==> src/sal_pkg.sv <==
// ----------------------------------------------------------------------------
// Sequential array list package
// Shared constants, operation and status codes, and the per-cell command
// structure used by the list cells and the top level.
// ----------------------------------------------------------------------------
package sal_pkg;

    localparam int CAPACITY_DEF   = 16;
    localparam int DATA_WIDTH_DEF = 32;

    localparam int FUNC_W   = 2;
    localparam int POS_W    = 5;
    localparam int VALUE_W  = 32;
    localparam int STATUS_W = 2;
    localparam int IDX_W    = 4;
    localparam int COUNT_W  = 5;

    typedef enum logic [FUNC_W-1:0] {
        FUNC_INSERT = 2'd0,
        FUNC_DELETE = 2'd1,
        FUNC_FIND   = 2'd2,
        FUNC_NOP    = 2'd3
    } t_func;

    typedef enum logic [STATUS_W-1:0] {
        ST_OK    = 2'd0,
        ST_RANGE = 2'd1,
        ST_FULL  = 2'd2,
        ST_MISS  = 2'd3
    } t_status;

    // Command broadcast to every cell of the chain.
    typedef struct packed {
        logic ins;
        logic del;
        logic cmp;
        logic scan;
    } t_cell_cmd;

endpackage

==> src/sal_cell.sv <==
// ----------------------------------------------------------------------------
// Sequential array list cell
// Holds one list entry and one match flag. Shifts data up or down with its
// neighbors and passes its match flag toward cell 0 during a search.
// ----------------------------------------------------------------------------
module sal_cell #(
    parameter int IDX        = 0,
    parameter int DATA_WIDTH = sal_pkg::DATA_WIDTH_DEF,
    parameter int CMPW       = 6
) (
    input  logic                  i_clk,
    input  sal_pkg::t_cell_cmd    i_cmd,
    input  logic [CMPW-1:0]       i_pos,
    input  logic [CMPW-1:0]       i_count,
    input  logic [DATA_WIDTH-1:0] i_word,
    input  logic [DATA_WIDTH-1:0] i_left_data,
    input  logic [DATA_WIDTH-1:0] i_right_data,
    input  logic                  i_right_match,
    output logic [DATA_WIDTH-1:0] o_data,
    output logic                  o_match
);

    localparam logic [CMPW-1:0] MY_POS = CMPW'(IDX + 1);
    localparam logic [CMPW-1:0] MY_IDX = CMPW'(IDX);

    logic [DATA_WIDTH-1:0] r_data, n_data;
    logic                  r_match, n_match;

    always_comb begin
        n_data  = r_data;
        n_match = r_match;
        if (i_cmd.ins) begin
            if (MY_POS == i_pos) begin
                n_data = i_word;
            end else if (MY_POS > i_pos) begin
                n_data = i_left_data;
            end
        end
        if (i_cmd.del && (MY_POS >= i_pos)) begin
            n_data = i_right_data;
        end
        // Only cells below the fill count take part in a search.
        if (i_cmd.cmp) begin
            n_match = (r_data == i_word) && (MY_IDX < i_count);
        end
        if (i_cmd.scan) begin
            n_match = i_right_match;
        end
    end

    always_ff @(posedge i_clk) begin
        r_data  <= n_data;
        r_match <= n_match;
    end

    assign o_data  = r_data;
    assign o_match = r_match;

endmodule

==> src/sequential_array_list_unit.sv <==
// ----------------------------------------------------------------------------
// Sequential array list unit
// Ordered list of signed words kept packed from index 0, built as a chain of
// cells, with insert, delete-by-position and find-first-match operations.
// ----------------------------------------------------------------------------
// A transaction is accepted when start is high while busy is low, and every
// transaction produces exactly one result, shown for a single cycle with
// o_done high. The receiver cannot stall the block, so the result must be
// captured in that cycle. Insert, delete and the unused operation code never
// leave the idle state: the whole chain of cells shifts in parallel and the
// result strobe follows on the next cycle, while busy stays low throughout.
// Find runs in two phases: when the find is accepted every cell compares its
// entry with the search word, then the match flags march toward cell 0 one
// cell per cycle while an index counter tracks the position. A hit ends the
// search with the first matching index, a miss ends it after the last entry,
// and a find on an empty list misses without searching. The search length
// is set by this flag shift through the chain; busy stays high while it runs.
// ----------------------------------------------------------------------------
module sequential_array_list_unit #(
    parameter int CAPACITY   = sal_pkg::CAPACITY_DEF,
    parameter int DATA_WIDTH = sal_pkg::DATA_WIDTH_DEF
) (
    input  logic                          i_clk,
    input  logic                          i_rst_n,
    input  logic                          start,
    output logic                          busy,
    input  logic [sal_pkg::FUNC_W-1:0]    i_func,
    input  logic [sal_pkg::POS_W-1:0]     i_position,
    input  logic signed [sal_pkg::VALUE_W-1:0] i_value,
    output logic                          o_done,
    output logic [sal_pkg::STATUS_W-1:0]  o_status,
    output logic [sal_pkg::IDX_W-1:0]     o_found_index,
    output logic [sal_pkg::COUNT_W-1:0]   o_item_count
);

    // Width of the fill count, of a cell index, and of the position compares.
    localparam int CW   = $clog2(CAPACITY + 1);
    localparam int IW   = $clog2(CAPACITY);
    localparam int CMPW = ((CW > sal_pkg::POS_W) ? CW : sal_pkg::POS_W) + 1;

    typedef enum logic {
        S_IDLE,
        S_SCAN
    } t_state;

    t_state                        r_state, n_state;
    logic [CW-1:0]                 r_count, n_count;
    logic [IW-1:0]                 r_idx, n_idx;
    logic                          r_done, n_done;
    sal_pkg::t_status              r_status, n_status;
    logic [IW-1:0]                 r_found, n_found;

    sal_pkg::t_cell_cmd            w_cmd;
    logic [DATA_WIDTH-1:0]         w_word;
    logic [CMPW-1:0]               w_pos;
    logic [CMPW-1:0]               w_cnt;
    logic [DATA_WIDTH-1:0]         w_data  [CAPACITY];
    logic                          w_match [CAPACITY+1];

    // The stored word is the low DATA_WIDTH bits of the input, zero-extended
    // when the list is wider than the port.
    assign w_word = DATA_WIDTH'($unsigned(i_value));
    assign w_pos  = CMPW'(i_position);
    assign w_cnt  = CMPW'(r_count);

    assign w_match[CAPACITY] = 1'b0;

    // Each cell shifts up from its left neighbor on insert and down from its
    // right neighbor on delete; the end cells see harmless stand-in data.
    for (genvar g = 0; g < CAPACITY; g++) begin : g_cell
        logic [DATA_WIDTH-1:0] w_left;
        logic [DATA_WIDTH-1:0] w_right;

        if (g == 0) begin : g_first
            assign w_left = w_word;
        end else begin : g_mid_left
            assign w_left = w_data[g-1];
        end

        if (g == CAPACITY - 1) begin : g_last
            assign w_right = w_data[g];
        end else begin : g_mid_right
            assign w_right = w_data[g+1];
        end

        sal_cell #(
            .IDX        (g),
            .DATA_WIDTH (DATA_WIDTH),
            .CMPW       (CMPW)
        ) u_cell (
            .i_clk         (i_clk),
            .i_cmd         (w_cmd),
            .i_pos         (w_pos),
            .i_count       (w_cnt),
            .i_word        (w_word),
            .i_left_data   (w_left),
            .i_right_data  (w_right),
            .i_right_match (w_match[g+1]),
            .o_data        (w_data[g]),
            .o_match       (w_match[g])
        );
    end

    // Operation decode and search sequencing.
    always_comb begin
        n_state  = r_state;
        n_count  = r_count;
        n_idx    = r_idx;
        n_done   = 1'b0;
        n_status = r_status;
        n_found  = r_found;
        w_cmd    = '0;

        case (r_state)
            S_IDLE: begin
                if (start) begin
                    n_found = '0;
                    case (sal_pkg::t_func'(i_func))
                        sal_pkg::FUNC_INSERT: begin
                            n_done = 1'b1;
                            if (r_count == CW'(CAPACITY)) begin
                                n_status = sal_pkg::ST_FULL;
                            end else if ((w_pos == '0) || (w_pos > (w_cnt + CMPW'(1)))) begin
                                n_status = sal_pkg::ST_RANGE;
                            end else begin
                                w_cmd.ins = 1'b1;
                                n_count   = r_count + CW'(1);
                                n_status  = sal_pkg::ST_OK;
                            end
                        end
                        sal_pkg::FUNC_DELETE: begin
                            n_done = 1'b1;
                            if ((w_pos == '0) || (w_pos > w_cnt)) begin
                                n_status = sal_pkg::ST_RANGE;
                            end else begin
                                w_cmd.del = 1'b1;
                                n_count   = r_count - CW'(1);
                                n_status  = sal_pkg::ST_OK;
                            end
                        end
                        sal_pkg::FUNC_FIND: begin
                            if (r_count == '0) begin
                                n_done   = 1'b1;
                                n_status = sal_pkg::ST_MISS;
                            end else begin
                                w_cmd.cmp = 1'b1;
                                n_idx     = '0;
                                n_state   = S_SCAN;
                            end
                        end
                        default: begin
                            n_done   = 1'b1;
                            n_status = sal_pkg::ST_OK;
                        end
                    endcase
                end
            end
            S_SCAN: begin
                // Cell 0 holds the flag of the entry at index r_idx.
                if (w_match[0]) begin
                    n_done   = 1'b1;
                    n_status = sal_pkg::ST_OK;
                    n_found  = r_idx;
                    n_state  = S_IDLE;
                end else if ((CW'(r_idx) + CW'(1)) == r_count) begin
                    n_done   = 1'b1;
                    n_status = sal_pkg::ST_MISS;
                    n_found  = '0;
                    n_state  = S_IDLE;
                end else begin
                    w_cmd.scan = 1'b1;
                    n_idx      = r_idx + IW'(1);
                end
            end
            default: begin
                n_state = S_IDLE;
            end
        endcase
    end

    // State, fill count and the registered result.
    always_ff @(posedge i_clk) begin
        if (!i_rst_n) begin
            r_state  <= S_IDLE;
            r_count  <= '0;
            r_idx    <= '0;
            r_done   <= 1'b0;
            r_status <= sal_pkg::ST_OK;
            r_found  <= '0;
        end else begin
            r_state  <= n_state;
            r_count  <= n_count;
            r_idx    <= n_idx;
            r_done   <= n_done;
            r_status <= n_status;
            r_found  <= n_found;
        end
    end

    assign busy          = (r_state != S_IDLE);
    assign o_done        = r_done;
    assign o_status      = r_status;
    assign o_found_index = sal_pkg::IDX_W'(r_found);
    assign o_item_count  = sal_pkg::COUNT_W'(r_count);

endmodule

==> config.mk <==
export PLATFORM = sky130hd
export DESIGN_NAME = sequential_array_list_unit
export DESIGN_NICKNAME = d
export VERILOG_FILES = /design/src/sal_pkg.sv /design/src/sal_cell.sv /design/src/sequential_array_list_unit.sv
export SDC_FILE = /design/constraint.sdc
export NUM_CORES = 2
export LEC_CHECK = 0
export ABC_AREA = 1
export BUFFER_PORTS_ARGS = -buffer_cell sky130_fd_sc_hd__buf_4
export CAP_MARGIN = 20
export CORE_UTILIZATION = 55
export DETAILED_ROUTE_END_ITERATION = 16
export PLACE_DENSITY = 0.75
export SKIP_LAST_GASP = 1
export SLEW_MARGIN = 20
export SYNTH_ARGS = -nofsm -noshare
export SYNTH_HDL_FRONTEND = slang
export SYNTH_SLANG_ARGS = --single-unit
==> constraint.sdc <==
create_clock -name i_clk -period 14.3 [get_ports i_clk]
set_clock_uncertainty 0.1 [all_clocks]
set_input_delay 2.86 -clock i_clk [delete_from_list [all_inputs] [get_ports i_clk]]
set_output_delay 2.86 -clock i_clk [all_outputs]
set_load 0.005 [all_outputs]
==> reports/results.ini <==
[logic_synthesis]
seq_area_frac_synth = 0.475
synth_cell_types = 40
synth_edf_count = 527
ys_warn_count = 0
syn_area_mm2 = 0.0341
synthCells = 4267
ys_ff_latch = 545
syn_area_per_cell_um2 = 7.99
ys_async_sr_fraction = 0
synthFlopType = edfxtp_1
syn_nets = 4324

[global_route]
grt-ovfl-total = 0
grt_pass1_wl_um = 190000
grt_antenna_before_repair = 1
grt_max_degree = 67
grt_pass1_vias = 28900
gr-usage-all-layers = 0.411

[job]
drv_cap = 0

[worst_hold_path]
hold_path_depth = 2
hold_end = o_found_index[3]
hold_class = flop to flop
min_from = o_found_index[3]

[clock_tree]
cts_root_buf = clkbuf_16
hold_buffers = 0
clk_latency_ns = 0.66
cts_resized = 0
ctsHtreeMaxLevel = 2
cts_sinks = 545
cts.reportedPaths.clkPinSlew_ns = 0.07
cts_buffers = 59
cts_tree = done
cts_setup_buffers = 0
cts.path.max_buffers = 3

[finish]
layout_common_cells = nand2_1, o21ai_0, edfxtp_1
fin_cells = 4966
layout-drive-gt1-share = 0.0662
multi_input_comb_area_mm2 = 0.0160
num-nets-final = 4190
fill_cells = 5317
seq_area_mm2 = 0.0162
syn_to_final_growth_pct = 8.03
final_common_cell = nand2_1
post-route-cell-area_mm2 = 0.0368

[setup_path]
r2r_start = o_item_count[0]
path_max_fanout = 32
end_kind = flop
worstSetupPathType = input pin to flop
rrSetupSlack_ns = 9.87
crit_arrival_ns = 5.90
worstPathRequired_ns = 14.47
crit_path_start_kind = input pin
reg2reg_to = g_cell[3].u_cell.o_data[28]
worstRegToRegCells = 14

[sta]
slew_viol_final = 0
rsz0062_at_grt = false
final-setup-viol-count = 0
finalCritPeriodShare = 0.401
tns_ns = 0
fmax_mhz = 174
fin_crit_ns = 5.73
worstMarginPinSlew_ns = 1.23
slew-limit-headroom = 0.177
hold_viol = 0

[placement]
place.gp.congestion = 0.968
dp.cells = 4852
dpl_cell_area_mm2 = 0.0349
portBuffers = 54
post-dp-hpwl_um = 86700

[route]
post_drt_wl_per_cell_um = 26.7
wl_um = 132000
dr.first_iter.drc_count = 6249
postRouteAntennaNets = 0
vias = 32100
dr.pass1.iters = 7
drc = 0
vias_per_cell = 6.47

[die]
start_util = 0.561
num_rows = 90
fp.dieW_um = 251
dieHeight_um = 251
ios = 55
dieArea_mm2 = 0.0630
core_area_mm2 = 0.0608

[pwr]
peakVddDrop_uv = 86.9
p_leak_nw = 13.4
power_density_mw_per_mm2 = 103

[status]
outcome = complete, no violations

## sequential cells by signal, indices dropped and copies added, names as in the netlist
signal	flops
g_cell.u_cell.o_data	512
g_cell.u_cell.o_match	16
o_item_count	5
o_found_index	4
r_idx	4
o_status	2
busy	1
o_done	1
## layout make-up
class	count	share of cell area
Timing Repair Buffer	121	0.0252
Antenna cell	2	0.000136
Clock inverter	37	0.0104
Multi-Input combinational cell	3200	0.435
Inverter	206	0.0210
Clock buffer	73	0.0423
Sequential cell	545	0.439
Tap cell	782	0.0266
## cells in the mapped netlist, types with 18 or more instances
master / instances / share of area
a21oi_1: 149 / 0.022
buf_1: 26 / 0.0029
buf_2: 74 / 0.011
clkbuf_1: 215 / 0.024
dfxtp_1: 18 / 0.011
edfxtp_1: 527 / 0.46
inv_1: 195 / 0.021
nand2_1: 1267 / 0.14
nand3_1: 68 / 0.010
nand4_1: 66 / 0.012
nor2_1: 331 / 0.036
nor3_1: 33 / 0.0048
nor4_1: 19 / 0.0035
o21ai_0: 717 / 0.11
o21ai_1: 31 / 0.0045
o22ai_1: 90 / 0.017
o31ai_1: 21 / 0.0046
xnor2_1: 222 / 0.057
xor2_1: 122 / 0.031
## logic make-up after synthesis
group | Yosys count | share of synthesized area
compound gates | 1030 | 0.158
flops | 545 | 0.475
fa+ha+maj | 15 | 0.00550
xor+xnor | 344 | 0.0883
simple gates | 1811 | 0.213
buf+inv | 522 | 0.0603
## layer usage
layer	wire, µm	part of all wire	up-vias	GRT usage
met2	50700	0.38	3059	0.546
li1	-	-	14100	-
met4	8600	0.065	0	0.225
met5	0	0	-	0.0100
met1	48200	0.36	14500	0.571
met3	24900	0.19	492	0.154
## report_power, final
group	internal (mW)	total, mW	switching, mW
logic	0.109	0.402	0.293
registers	1.78	1.81	0.0322
clock network	0.899	1.59	0.688
total	2.78	3.80	1.01
## critical path, cell delays in order
cell	delay, ns
buf_4	0.25
ha_1	0.30
nand2_1	0.10
nor2_1	0.06
nand2_1	0.05
nand3_1	0.06
nand2_1	0.12
nand4_4	0.48
nand2_1	0.43
inv_2	0.28
a21oi_4	0.87
## how the worst max path moves through the flow
stage                  start                     endpoint  depth (start not counted)
3_5_place_dp   i_position[4]  g_cell[3].u_cell.o_data[27]                         11
2_1_floorplan  i_position[0]  g_cell[10].u_cell.o_data[0]                         13
6_report       i_position[4]  g_cell[3].u_cell.o_data[28]                         11
3_3_place_gp   i_position[4]  g_cell[3].u_cell.o_data[27]                         11
5_1_grt        i_position[4]  g_cell[3].u_cell.o_data[28]                         11
4_1_cts        i_position[4]  g_cell[3].u_cell.o_data[14]                         11
## through the flow
step / utilization / setup WS [ns] / hold slack (ns) / power, mW
after floorplan: - / 7.42 / 0.355 / 2.06
after global placement: 0.573 / 7.98 / 0.350 / 2.21
after detailed placement: 0.573 / 7.91 / 0.353 / 2.22
after CTS: 0.605 / 8.61 / 0.363 / 3.76
after global routing: 0.606 / 8.31 / 0.390 / 3.86
final: 0.606 / 8.57 / 0.363 / 3.80
Note: power is estimated with default switching activity, not from simulation.
